**src/sv/efsd_pkg.sv**
```systemverilog
`timescale 1ns / 1ps
package efsd_pkg;

	localparam int MAX_SERVERS = 16;
	localparam int IDX_W       = (MAX_SERVERS > 1) ? $clog2(MAX_SERVERS) : 1;
	localparam int CNT_W       = $clog2(MAX_SERVERS + 1);

	localparam int TIME_W   = 32;
	localparam int ARR_W    = 20;
	localparam int SVC_W    = 16;
	localparam int WAIT_W   = 16;
	localparam int NSRV_W   = 5;
	localparam int SIDX_W   = 4;
	localparam int S_DATA_W = 40;
	localparam int M_DATA_W = 72;
	localparam int ADDR_W   = 3;
	localparam int APB_W    = 32;

	localparam logic [NSRV_W-1:0] NSRV_RESET = 5'd1;
	localparam logic [WAIT_W-1:0] WAIT_RESET = 16'd20;
	localparam logic [TIME_W-1:0] TIME_SAT   = {TIME_W{1'b1}};

	typedef enum logic [0:0] {
		REG_NUM_SERVERS = 1'b0,
		REG_WAIT_LIMIT  = 1'b1
	} reg_idx_t;

	typedef enum logic [2:0] {
		ST_IDLE,
		ST_SCAN,
		ST_JUDGE,
		ST_COMMIT,
		ST_OUT
	} state_t;

	typedef struct packed {
		logic [NSRV_W-1:0] num_servers;
		logic [WAIT_W-1:0] wait_limit;
	} cfg_t;

	typedef struct packed {
		logic              clr;
		logic              we;
		logic [IDX_W-1:0]  waddr;
		logic [TIME_W-1:0] wdata;
	} file_ctrl_t;

	typedef struct packed {
		logic [SIDX_W-1:0] server_index;
		logic              was_late;
		logic [TIME_W-1:0] late_count;
		logic [TIME_W-1:0] start_time;
	} result_t;

	// Zero servers counts as one; anything above the built maximum is clipped.
	function automatic logic [CNT_W-1:0] servers_in_use(input logic [NSRV_W-1:0] ns);
		logic [CNT_W-1:0] n;
		if (ns == '0) begin
			n = CNT_W'(1);
		end else if (int'(ns) > MAX_SERVERS) begin
			n = CNT_W'(MAX_SERVERS);
		end else begin
			n = CNT_W'(ns);
		end
		return n;
	endfunction

endpackage

```
**src/sv/efsd_cfg.sv**
```systemverilog
`timescale 1ns / 1ps
module efsd_cfg (
	input  logic                         clk,
	input  logic                         arst_n,
	input  logic                         psel,
	input  logic                         penable,
	input  logic                         pwrite,
	input  logic [efsd_pkg::ADDR_W-1:0]  paddr,
	input  logic [efsd_pkg::APB_W-1:0]   pwdata,
	output logic [efsd_pkg::APB_W-1:0]   prdata,
	output logic                         pready,
	output efsd_pkg::cfg_t               cfg
);
	import efsd_pkg::*;

	cfg_t     cfg_q;
	reg_idx_t sel;
	logic     wr_en;

	assign pready = 1'b1;
	assign sel    = reg_idx_t'(paddr[2]);
	assign wr_en  = psel & penable & pwrite & pready;
	assign cfg    = cfg_q;

	always_ff @(posedge clk or negedge arst_n) begin
		if (!arst_n) begin
			cfg_q.num_servers <= NSRV_RESET;
			cfg_q.wait_limit  <= WAIT_RESET;
		end else if (wr_en) begin
			case (sel)
				REG_NUM_SERVERS: cfg_q.num_servers <= pwdata[NSRV_W-1:0];
				REG_WAIT_LIMIT:  cfg_q.wait_limit  <= pwdata[WAIT_W-1:0];
				default:         cfg_q             <= cfg_q;
			endcase
		end
	end

	always_comb begin
		case (sel)
			REG_NUM_SERVERS: prdata = APB_W'(cfg_q.num_servers);
			REG_WAIT_LIMIT:  prdata = APB_W'(cfg_q.wait_limit);
			default:         prdata = '0;
		endcase
	end

endmodule

```
**src/sv/efsd_free_file.sv**
```systemverilog
`timescale 1ns / 1ps
module efsd_free_file (
	input  logic                         clk,
	input  logic                         arst_n,
	input  efsd_pkg::file_ctrl_t         ctrl,
	input  logic [efsd_pkg::IDX_W-1:0]   raddr,
	output logic [efsd_pkg::TIME_W-1:0]  rdata
);
	import efsd_pkg::*;

	logic [TIME_W-1:0] free_q [MAX_SERVERS];

	// Clear all entries at once on a new batch; otherwise write the chosen server.
	always_ff @(posedge clk or negedge arst_n) begin
		if (!arst_n) begin
			for (int i = 0; i < MAX_SERVERS; i++) free_q[i] <= '0;
		end else if (ctrl.clr) begin
			for (int i = 0; i < MAX_SERVERS; i++) free_q[i] <= '0;
		end else if (ctrl.we) begin
			free_q[ctrl.waddr] <= ctrl.wdata;
		end
	end

	assign rdata = free_q[raddr];

endmodule

```
**src/sv/efsd_core.sv**
```systemverilog
`timescale 1ns / 1ps
module efsd_core (
	input  logic                         clk,
	input  logic                         arst_n,
	input  efsd_pkg::cfg_t               cfg,
	input  logic                         in_valid,
	output logic                         in_ready,
	input  logic                         in_new_batch,
	input  logic [efsd_pkg::ARR_W-1:0]   in_arrival,
	input  logic [efsd_pkg::SVC_W-1:0]   in_service,
	output logic                         res_valid,
	input  logic                         res_ready,
	output efsd_pkg::result_t            res,
	output efsd_pkg::file_ctrl_t         file_ctrl,
	output logic [efsd_pkg::IDX_W-1:0]   file_raddr,
	input  logic [efsd_pkg::TIME_W-1:0]  file_rdata
);
	import efsd_pkg::*;

	state_t            state_q, state_d;
	logic [ARR_W-1:0]  arrival_q;
	logic [SVC_W-1:0]  service_q;
	logic [WAIT_W-1:0] wait_q;
	logic [CNT_W-1:0]  n_q;
	logic [IDX_W-1:0]  idx_q;
	logic [IDX_W-1:0]  best_q;
	logic [TIME_W-1:0] best_val_q;
	logic              late_q;
	logic [TIME_W-1:0] start_q;
	logic [TIME_W-1:0] late_total_q;
	logic              accept;
	logic              last_idx;
	logic              take;
	logic [TIME_W-1:0] arrival_w;
	logic [TIME_W-1:0] limit;
	logic [TIME_W:0]   sum;
	logic [TIME_W-1:0] new_free;

	assign accept    = in_valid & in_ready;
	assign last_idx  = (idx_q == IDX_W'(n_q - CNT_W'(1)));
	// Shared comparator: first entry always taken, strict less keeps lowest index.
	assign take      = (idx_q == '0) || (file_rdata < best_val_q);
	assign arrival_w = TIME_W'(arrival_q);
	assign limit     = arrival_w + TIME_W'(wait_q);
	assign sum       = {1'b0, start_q} + (TIME_W + 1)'(service_q);
	assign new_free  = sum[TIME_W] ? TIME_SAT : sum[TIME_W-1:0];

	always_comb begin
		state_d = state_q;
		case (state_q)
			ST_IDLE:   if (accept) state_d = ST_SCAN;
			ST_SCAN:   if (last_idx) state_d = ST_JUDGE;
			ST_JUDGE:  state_d = ST_COMMIT;
			ST_COMMIT: state_d = ST_OUT;
			ST_OUT:    if (res_ready) state_d = ST_IDLE;
			default:   state_d = ST_IDLE;
		endcase
	end

	always_comb begin
		in_ready        = 1'b0;
		res_valid       = 1'b0;
		file_ctrl.clr   = 1'b0;
		file_ctrl.we    = 1'b0;
		file_ctrl.waddr = best_q;
		file_ctrl.wdata = new_free;
		case (state_q)
			ST_IDLE: begin
				in_ready      = 1'b1;
				file_ctrl.clr = in_valid & in_new_batch;
			end
			ST_COMMIT: file_ctrl.we = 1'b1;
			ST_OUT:    res_valid = 1'b1;
			default: begin
				in_ready = 1'b0;
			end
		endcase
	end

	assign file_raddr = idx_q;

	always_ff @(posedge clk or negedge arst_n) begin
		if (!arst_n) begin
			state_q      <= ST_IDLE;
			late_total_q <= '0;
		end else begin
			state_q <= state_d;
			if (accept && in_new_batch) begin
				late_total_q <= '0;
			end else if (state_q == ST_COMMIT && late_q && late_total_q != TIME_SAT) begin
				late_total_q <= late_total_q + TIME_W'(1);
			end
		end
	end

	always_ff @(posedge clk) begin
		case (state_q)
			ST_IDLE: begin
				arrival_q <= in_arrival;
				service_q <= in_service;
				wait_q    <= cfg.wait_limit;
				n_q       <= servers_in_use(cfg.num_servers);
				idx_q     <= '0;
			end
			ST_SCAN: begin
				if (take) begin
					best_q     <= idx_q;
					best_val_q <= file_rdata;
				end
				idx_q <= idx_q + IDX_W'(1);
			end
			ST_JUDGE: begin
				late_q  <= best_val_q > limit;
				start_q <= (best_val_q < arrival_w) ? arrival_w : best_val_q;
			end
			default: begin
				idx_q <= idx_q;
			end
		endcase
	end

	assign res.server_index = SIDX_W'(best_q);
	assign res.was_late     = late_q;
	assign res.late_count   = late_total_q;
	assign res.start_time   = start_q;

endmodule

```
**src/sv/earliest_free_server_dispatch_unit.sv**
```systemverilog
`timescale 1ns / 1ps
// Earliest-free-server dispatch.
// Jobs enter on the s_* stream (one job per transaction) and leave on the m_*
// stream, one result per job, in order. Each job goes to the server, among the
// configured ones, with the smallest free-at time; ties go to the lowest index.
// The APB port sets num_servers (address 0) and wait_limit (address 4); write
// only while no job is in flight.
// Timing: a job scans one server free time per cycle through a single shared
// comparator, then judges lateness (ST_JUDGE) and commits the new free time
// (ST_COMMIT); the result is then offered from ST_OUT, and the next job is
// accepted once the sequencer has handed it on and returned to idle.
// s_tready is high only while the sequencer idles.
// Stall: the result sits in an output register; a new job may be accepted
// while it waits, but the sequencer holds its finished result until the
// register drains.
// Reset: all server free times, the late count and the output valid clear;
// num_servers returns to 1 and wait_limit to 20. A set new_batch flag clears
// the free times and the late count before its own job is handled.
module earliest_free_server_dispatch_unit (
	input  logic                          clk,
	input  logic                          arst_n,
	// job stream
	input  logic                          s_tvalid,
	output logic                          s_tready,
	input  logic [efsd_pkg::S_DATA_W-1:0] s_tdata,  // arrival_time[19:0], service_time[35:20]
	input  logic                          s_tuser,  // new_batch
	// result stream
	output logic                          m_tvalid,
	input  logic                          m_tready,
	output logic [efsd_pkg::M_DATA_W-1:0] m_tdata,  // server_index, was_late, late_count,
	                                                // start_time
	// configuration
	input  logic                          psel,
	input  logic                          penable,
	input  logic                          pwrite,
	input  logic [efsd_pkg::ADDR_W-1:0]   paddr,
	input  logic [efsd_pkg::APB_W-1:0]    pwdata,
	output logic [efsd_pkg::APB_W-1:0]    prdata,
	output logic                          pready
);
	import efsd_pkg::*;

	cfg_t              cfg;
	file_ctrl_t        file_ctrl;
	logic [IDX_W-1:0]  file_raddr;
	logic [TIME_W-1:0] file_rdata;
	logic              res_valid;
	logic              res_ready;
	result_t           res;
	logic              m_tvalid_q;
	logic [M_DATA_W-1:0] m_tdata_q;

	efsd_cfg u_cfg (
		.clk     (clk),
		.arst_n  (arst_n),
		.psel    (psel),
		.penable (penable),
		.pwrite  (pwrite),
		.paddr   (paddr),
		.pwdata  (pwdata),
		.prdata  (prdata),
		.pready  (pready),
		.cfg     (cfg)
	);

	efsd_free_file u_file (
		.clk    (clk),
		.arst_n (arst_n),
		.ctrl   (file_ctrl),
		.raddr  (file_raddr),
		.rdata  (file_rdata)
	);

	efsd_core u_core (
		.clk          (clk),
		.arst_n       (arst_n),
		.cfg          (cfg),
		.in_valid     (s_tvalid),
		.in_ready     (s_tready),
		.in_new_batch (s_tuser),
		.in_arrival   (s_tdata[ARR_W-1:0]),
		.in_service   (s_tdata[ARR_W+SVC_W-1:ARR_W]),
		.res_valid    (res_valid),
		.res_ready    (res_ready),
		.res          (res),
		.file_ctrl    (file_ctrl),
		.file_raddr   (file_raddr),
		.file_rdata   (file_rdata)
	);

	// Load the output register whenever it is empty or being drained.
	assign res_ready = ~m_tvalid_q | m_tready;

	always_ff @(posedge clk or negedge arst_n) begin
		if (!arst_n) begin
			m_tvalid_q <= 1'b0;
		end else if (res_ready) begin
			m_tvalid_q <= res_valid;
		end
	end

	// Pack fields lowest first; pad to whole bytes.
	always_ff @(posedge clk) begin
		if (res_valid && res_ready) begin
			m_tdata_q <= M_DATA_W'({res.start_time, res.late_count,
				res.was_late, res.server_index});
		end
	end

	assign m_tvalid = m_tvalid_q;
	assign m_tdata  = m_tdata_q;

endmodule

```
**config.mk**
```make
export PLATFORM = sky130hd
export DESIGN_NAME = earliest_free_server_dispatch_unit
export DESIGN_NICKNAME = d
export VERILOG_FILES = /design/src/sv/efsd_pkg.sv /design/src/sv/efsd_cfg.sv /design/src/sv/efsd_free_file.sv /design/src/sv/efsd_core.sv /design/src/sv/earliest_free_server_dispatch_unit.sv
export SDC_FILE = /design/constraint.sdc
export NUM_CORES = 1
export LEC_CHECK = 0
export ABC_AREA = 1
export BUFFER_PORTS_ARGS = -buffer_cell sky130_fd_sc_hd__buf_4
export CORE_UTILIZATION = 34
export DETAILED_ROUTE_END_ITERATION = 10
export HOLD_SLACK_MARGIN = 0.15
export SYNTH_ARGS = -nofsm -noshare
export SYNTH_HDL_FRONTEND = slang
export SYNTH_SLANG_ARGS = --single-unit
```
**constraint.sdc**
```tcl
create_clock -name clk -period 7.1 [get_ports clk]
set_clock_uncertainty 0.2 [all_clocks]
set_input_delay 1.42 -clock clk [delete_from_list [all_inputs] [get_ports clk]]
set_output_delay 1.42 -clock clk [all_outputs]
set_load 0.005 [all_outputs]
```
Yosys cells after proc, flatten, opt, wreduce, memory -nomap -nowiden
Index checks and enable logic that the tools add are counted.
{"block": "totals", "reg_bits": 767, "elab_cells": 103, "input_bits": 83, "output_inout_bits": 107}
{"block": "classes", "n_bitwise": 9, "n_reduce_logical": 17, "muxes": 23, "n_lt_le_gt_ge": 7, "eq_ne": 9, "n_addsub": 5}
{"op": "2-to-1 mux 512 bit", "count": 2}
{"op": "bitwise mux 512 bit", "count": 1}
{"op": "2-to-1 mux 32 bit", "count": 6}
{"op": "binary-select mux 32 bit (select 4 bit)", "count": 1}
{"op": "demux 32 bit (select 4 bit)", "count": 1}
{"op": "one-hot mux 32 bit (2 select lines)", "count": 1}
{"op": "adder 32 x 16 -> 33 bit", "count": 1}
{"op": "adder 32 x 1 -> 32 bit (second input constant)", "count": 1}
{"op": "> comparator 32 x 21 -> 1 bit", "count": 1}
{"op": "< comparator 32 x 20 -> 1 bit", "count": 1}
{"op": "< comparator 32 bit", "count": 1}
{"op": "inequality test 32 bit (second input constant)", "count": 1}
{"op": "adder 20 x 16 -> 21 bit", "count": 1}
{"op": "2-to-1 mux 20 bit", "count": 1}
{"op": "one-hot mux 3 bit (5 select lines)", "count": 1}
{"op": "greater-or-equal comparator 5 bit (second input constant)", "count": 2}
{"op": "inverter 4 -> 5 bit", "count": 2}
{"op": "2-to-1 mux 3 bit", "count": 3}
{"op": "one-hot mux 4 bit (2 select lines)", "count": 1}
{"op": "== test 3 x 2 -> 1 bit (second input constant)", "count": 2}
{"op": "AND reduction 2 bit", "count": 3}
{"op": "nonzero test 2 bit", "count": 3}
{"op": "> comparator 5 bit (second input constant)", "count": 1}
{"op": "logical AND 1 bit", "count": 5}
{"op": "other kinds (18)", "count": 27}

Depth between registers and ports, before layout
{"block": "logic_depth", "depth_word": 8, "ltp_mapped": 22, "depth_no_buf": 19}

Cells and area by module
A second synthesis with hierarchy kept.
{"block": "unflattened", "hier_cells": 4451, "area_unflattened_um2": 38704.6}
{"mod": "efsd_free_file", "seq_area_each_um2": 12812.3, "instances": 1, "cells_per_inst": 2865, "area_per_inst_um2": 24292.0}
{"mod": "efsd_core", "seq_area_each_um2": 4749.6, "instances": 1, "cells_per_inst": 1353, "area_per_inst_um2": 11073.1}
{"mod": "earliest_free_server_dispatch_unit", "seq_area_each_um2": 2097.0, "instances": 1, "cells_per_inst": 79, "area_per_inst_um2": 2143.3}
{"mod": "efsd_cfg", "seq_area_each_um2": 529.3, "instances": 1, "cells_per_inst": 154, "area_per_inst_um2": 1196.1}

Least setup slack after synthesis
Ideal clock, no wire load.
{"block": "synth_timing", "path_type": "register -> register", "start": "reg u_core.idx_q[0], in the netlist u_core.file_raddr[0]", "end": "reg u_core.best_q[0] (enable)", "arrival_time_ps": 4687, "n_path_buf": 3, "t_required_ps": 6459, "setup_ps": 441, "setup_slack_ps": 1772, "stages_incl_launch_ff": 19, "path_cell_list": "edfxtp_1 -> clkinv_1 -> clkbuf_1 -> clkbuf_1 -> clkbuf_1 -> nand2_1 -> a221oi_1 -> o21ai_0 -> nand2_1 -> ha_1 -> a21oi_1 -> o21ai_0 -> nand3_1 -> nand2_1 -> nand2_1 -> a21oi_1 -> a2111oi_0 -> nand2_1 -> a21oi_1"}
{"block": "synth_via", "elab_chain_cells": 7, "elab_cells_between_ends": 8, "classes_between": "1 x order compare; 3 x mux; 1 x bitwise; 3 x reduce/logical"}
{"item": "start, declared", "line_no": "efsd_core.sv:25", "source": "logic [IDX_W-1:0] idx_q;"}
{"item": "start signal, assigned", "line_no": "efsd_core.sv:110", "source": "idx_q <= idx_q + IDX_W'(1);"}
{"item": "start signal, assigned", "line_no": "efsd_core.sv:117", "source": "idx_q <= idx_q;"}
{"item": "inverter 4 -> 5 bit (implied by the code)", "line_no": "efsd_free_file.sv:24", "source": "assign rdata = free_q[raddr];"}
{"item": "binary-select mux 32 bit (select 4 bit)", "line_no": "efsd_free_file.sv:24"}
{"item": "2-to-1 mux 32 bit (implied by the code) (2 in a row)", "line_no": "efsd_free_file.sv:24"}
{"item": "net file_rdata[17]", "line_no": "earliest_free_server_dispatch_unit.sv:46", "source": "logic [TIME_W-1:0] file_rdata;"}
{"item": "< comparator 32 bit", "line_no": "efsd_core.sv:42", "source": "assign take = (idx_q == '0) || (file_rdata < best_val_q);"}
{"item": "logical OR 1 bit", "line_no": "efsd_core.sv:42"}
{"item": "AND reduction 2 bit (no line)"}
{"item": "end signal, assigned", "line_no": "efsd_core.sv:107", "source": "best_q <= idx_q;"}
{"item": "end, declared", "line_no": "efsd_core.sv:26", "source": "logic [IDX_W-1:0] best_q;"}
The timed path passes the listed nets, and every way through them passes these cells. The select of a mux whose other input is x is not followed.
A chain may end at the register's enable or synchronous reset.

Final worst setup path
{"block": "layout_timing", "start": "reg u_core.idx_q[0], in the netlist u_core.file_raddr[0]", "end": "reg u_core.best_val_q[7] (enable)"}
{"block": "layout_via", "elab_chain_cells": 7, "elab_cells_between_ends": 8, "classes_between": "1 x order compare; 3 x mux; 1 x bitwise; 3 x reduce/logical"}
{"item": "inverter 4 -> 5 bit (implied by the code)", "line_no": "efsd_free_file.sv:24"}
{"item": "binary-select mux 32 bit (select 4 bit)", "line_no": "efsd_free_file.sv:24"}
{"item": "2-to-1 mux 32 bit (implied by the code) (2 in a row)", "line_no": "efsd_free_file.sv:24"}
{"item": "net file_rdata[19]", "line_no": "earliest_free_server_dispatch_unit.sv:46"}
{"item": "< comparator 32 bit", "line_no": "efsd_core.sv:42"}
{"item": "logical OR 1 bit", "line_no": "efsd_core.sv:42"}
{"item": "AND reduction 2 bit (no line)"}
{"item": "end signal, assigned", "line_no": "efsd_core.sv:108", "source": "best_val_q <= file_rdata;"}
{"item": "end, declared", "line_no": "efsd_core.sv:27", "source": "logic [TIME_W-1:0] best_val_q;"}
The timed path passes the listed nets, and every way through them passes these cells. The select of a mux whose other input is x is not followed.

==> out/qor.csv <==
stage,metric,value,unit
status,status,completed,
logic_synthesis,synthCells,4067,
sta,hold_viol_final,0,
clocking,clockBufferDepth,3,
layout,drive_gt1_frac,0.1048,
clocking,cts_sinks,767,
global_routing,track_usage,0.2147,
route,drtIter0Drc,3030,
floorplanning,fp.dieH,331.5,um
route,via_per_inst,5.367,
pwr,leakage,0.01954,uW
layout,final_cell_mix,"nand2_1, dfrtp_1, o21ai_0",
clocking,clkLatencyLatePin,0.65,ns
pwr,clockPowerShare,0.227,
clocking,numCtsBuffers,82,
logic_synthesis,ys_warn_count,0,
setup_path,cp-startpoint,u_core.file_raddr[0]$_SDFFCE_PN0P_,
setup_path,cp.buffers_inverters,4,
pwr,power_density,486.8,nW/um^2
route,antenna_left,0,
placed_design,gp_congestion,0.8947,
clocking,htree_levels,3,
logic_synthesis,synth_ff_type,dfrtp_1,
floorplanning,core_region_area,107400,um^2
setup_path,slowest_delay,0.59,ns
sta,slew_headroom,0.1841,
setup_path,worstPathRequired,7.24,ns
logic_synthesis,async_flop_share,0.7419,
global_routing,grt_overflow,0,
logic_synthesis,netlist_area,36910,um^2
setup_path,crit_chain,"inv_6, buf_12, a21oi_1, o21ai_0, nand3_1, o2111ai_1, nand2_1, ha_1, a21oi_1, o21ai_0, nand3_1, nand2_1, nand2_1, a21oi_1, a2111oi_0, buf_4, nand2_1, a21oi_4, buf_12",
setup_path,r2r-start,u_core.file_raddr[0]$_SDFFCE_PN0P_,
sta,hold-worst-slack,0.2627,ns
floorplanning,start_util,0.3438,
global_routing,grt_pass1_wl,180900,um
sta,slew_viol_final,0,
pwr,peakVddDrop,0.5554,mV
layout,nets,4308,
sta,grt_setup_unrepaired,false,
floorplanning,die_width,331.5,um
placed_design,hpwlAfterDp,73750,um
layout,stdcell_count,5584,
layout,syn_to_final_growth,14.56,%
route,wl_per_cell,21.44,um
clocking,cts_setup_buffers,0,
setup_path,crit_end,u_core.best_val_q[7]$_DFFE_PP_,
global_routing,antenna_found_initial,2,
sta,period_share,0.7176,
layout,n_antenna_cell,0,
setup_path,critical-path-top-delay-family,compound AO/OA/AOI/OAI gates,
pwr,switching_share,0.4204,
setup_path,startpoint_type,register,
setup_path,worstSetupPathType,reg -> reg,
sta,fin_setup_tns,0,ns
hold_path,hold_path_class,reg -> reg,
sta,tightest_slew,1.221,ns
setup_path,slowest_stage,a21oi_4,
logic_synthesis,synth_edf_count,198,
route,drc,0,
pwr,p_int,11930,uW
clocking,cts_hold_buf,0,
placed_design,port_buffers,147,
clocking,post_cts_resize_count,0,
layout,final_common_cell,nand2_1,
clocking,cts-root-buf,clkbuf_16,
logic_synthesis,syn_avg_cell_area,9.075,um^2
pwr,pwr-share-seq,0.360,
logic_synthesis,synth_cell_types,60,
setup_path,rr_worst_depth,19,
job,drv_cap,0,
clocking,clk_pin_slew,0.06,ns
setup_path,crit_path_end_kind,register,
placed_design,dp_cells,5434,
pwr,finalPower,20580,uW
logic_synthesis,netlist.area_leader.share,0.3838,
floorplanning,std_cell_rows,120,
floorplanning,dieArea,109900,um^2
setup_path,r2r_slack,2.01,ns
pwr,switchingPower,8652,uW
setup_path,crit_top_cell,nand2_1,
route,vias,29970,
clocking,cts_tree,yes,
logic_synthesis,synthTopCellsByArea,"dfrtp_1, edfxtp_1, nand2_1",
route,wirelength,119700,um
layout,fin_util,0.3939,
logic_synthesis,synth-seq-cells,767,
sta,fmax,196.3,MHz
global_routing,first_global_vias,28400,
logic_synthesis,yosys.area.top_type,dfrtp_1,
setup_path,r2r_end,u_core.best_val_q[7]$_DFFE_PP_,
sta,final.min_clock_period,5.095,ns
logic_synthesis,ys_seq_area_frac,0.5470,
route,firstDrtPassIters,6,
global_routing,grt_max_degree,155,
floorplanning,num_io_pins,190,
pwr,pwr-share-comb,0.413,
setup_path,cp.arrival,5.23,ns
sta,setup_viol,0,
setup_path,worstPathMaxFanout,86,
setup_path,path_depth,19,
cells by family (layout without fill, tap and decap cells):
logic type                 Yosys count  in the layout  share of synthesized area
AOI/OAI and AO/OA                  967            967                     0.1601
adders and majority gates          110            110                    0.03770
buffers and inverters              656            752                    0.07119
muxes                               11             11                   0.003356
xor gates and xnor gates            48             48                    0.01139
other                                2             20                  0.0002035
and+or+nand+nor                   1506           1506                     0.1690
DFF                                767            767                     0.5470
state kept, by name, indices dropped and copies added, names as in the netlist:
signal / cells
u_core.start_q: 32
u_core.wait_q: 16
u_core.state_q: 3
u_core.best_q: 4
u_file.free_q: 512
m_tdata: 69
u_core.late_total_q: 32
u_core.late_q: 1
u_core.arrival_q: 20
u_core.service_q: 16
u_core.file_raddr: 4
m_tvalid: 1
u_core.n_q: 4
u_cfg.cfg: 21
u_core.best_val_q: 32
cells in the mapped netlist, types with 7 or more instances:
cell,n
a21oi_1,231
a221oi_1,19
a22o_1,192
buf_1,31
buf_2,45
buf_4,27
clkbuf_1,165
dfrtp_1,566
edfxtp_1,198
ha_1,108
inv_1,378
inv_2,7
mux2_2,11
nand2_1,1043
nand2_2,19
nand3_1,129
nand3_2,12
nand4_1,53
nor2_1,180
nor3_1,33
nor4_1,15
o2111ai_1,18
o21ai_0,398
o21ai_1,24
o221ai_1,8
o22ai_1,26
o31ai_1,12
xnor2_1,14
xor2_1,34
worst register-to-register path, cell delays in order, from the launching register on:
cell and delay [ns]:
edfxtp_1 0.51, inv_6 0.55, buf_12 0.51, a21oi_1 0.14, o21ai_0 0.11, nand3_1 0.10, o2111ai_1 0.11, nand2_1 0.27
ha_1 0.41, a21oi_1 0.12, o21ai_0 0.10, nand3_1 0.07, nand2_1 0.05, nand2_1 0.06, a21oi_1 0.06, a2111oi_0 0.31
buf_4 0.20, nand2_1 0.08, a21oi_4 0.59, buf_12 0.26
power by group through the flow:
stage	clock network, uW	registers, uW	logic [uW]
floorplan	0	7160	5690
CTS	4740	7400	8420
detailed placement	0	7460	8360
global route	4920	7600	9380
global placement	0	7440	8230
finish	4670	7420	8490
final cells by class:
type	instances	area [um^2]
Multi-Input combinational cell	2662	14260
Fill cell	10530	65070
Sequential cell	767	20190
Inverter	387	1458
Clock buffer	106	2296
Tap cell	1403	1755
Clock inverter	44	631.9
Timing Repair Buffer	215	1697
worst min-delay path by stage:
stage / from / to / slack, ns / depth (start not counted)
detailed placement: u_core.start_q[10]$_DFFE_PP_ / m_tdata[47]$_DFFE_PP_ / 0.25 / 0
CTS: u_core.late_total_q[20]$_DFFE_PN0P_ / m_tdata[25]$_DFFE_PP_ / 0.26 / 0
floorplan: u_core.late_total_q[20]$_DFFE_PN0P_ / m_tdata[25]$_DFFE_PP_ / 0.22 / 0
global route: u_core.start_q[9]$_DFFE_PP_ / m_tdata[46]$_DFFE_PP_ / 0.28 / 0
finish: u_core.late_total_q[20]$_DFFE_PN0P_ / m_tdata[25]$_DFFE_PP_ / 0.26 / 0
global placement: u_core.late_total_q[20]$_DFFE_PN0P_ / m_tdata[25]$_DFFE_PP_ / 0.24 / 0
layer usage:
layer	GRT usage	routed length (um)	vias to the layer above
li1	-	-	13750
met1	0.2984	51230	14710
met2	0.3355	54480	1292
met3	0.03864	10080	217
met4	0.07462	3946	0
met5	0	0	-
per-stage QoR:
step | setup slack, ns | area, um^2
after floorplan | 1.772 | 36980
after global placement | 2.042 | 39350
after detailed placement | 2.038 | 39350
after CTS | 2.026 | 42280
after global routing | 1.598 | 42280
final | 2.005 | 42280
No activity file was read; power rests on OpenSTA's default activity.
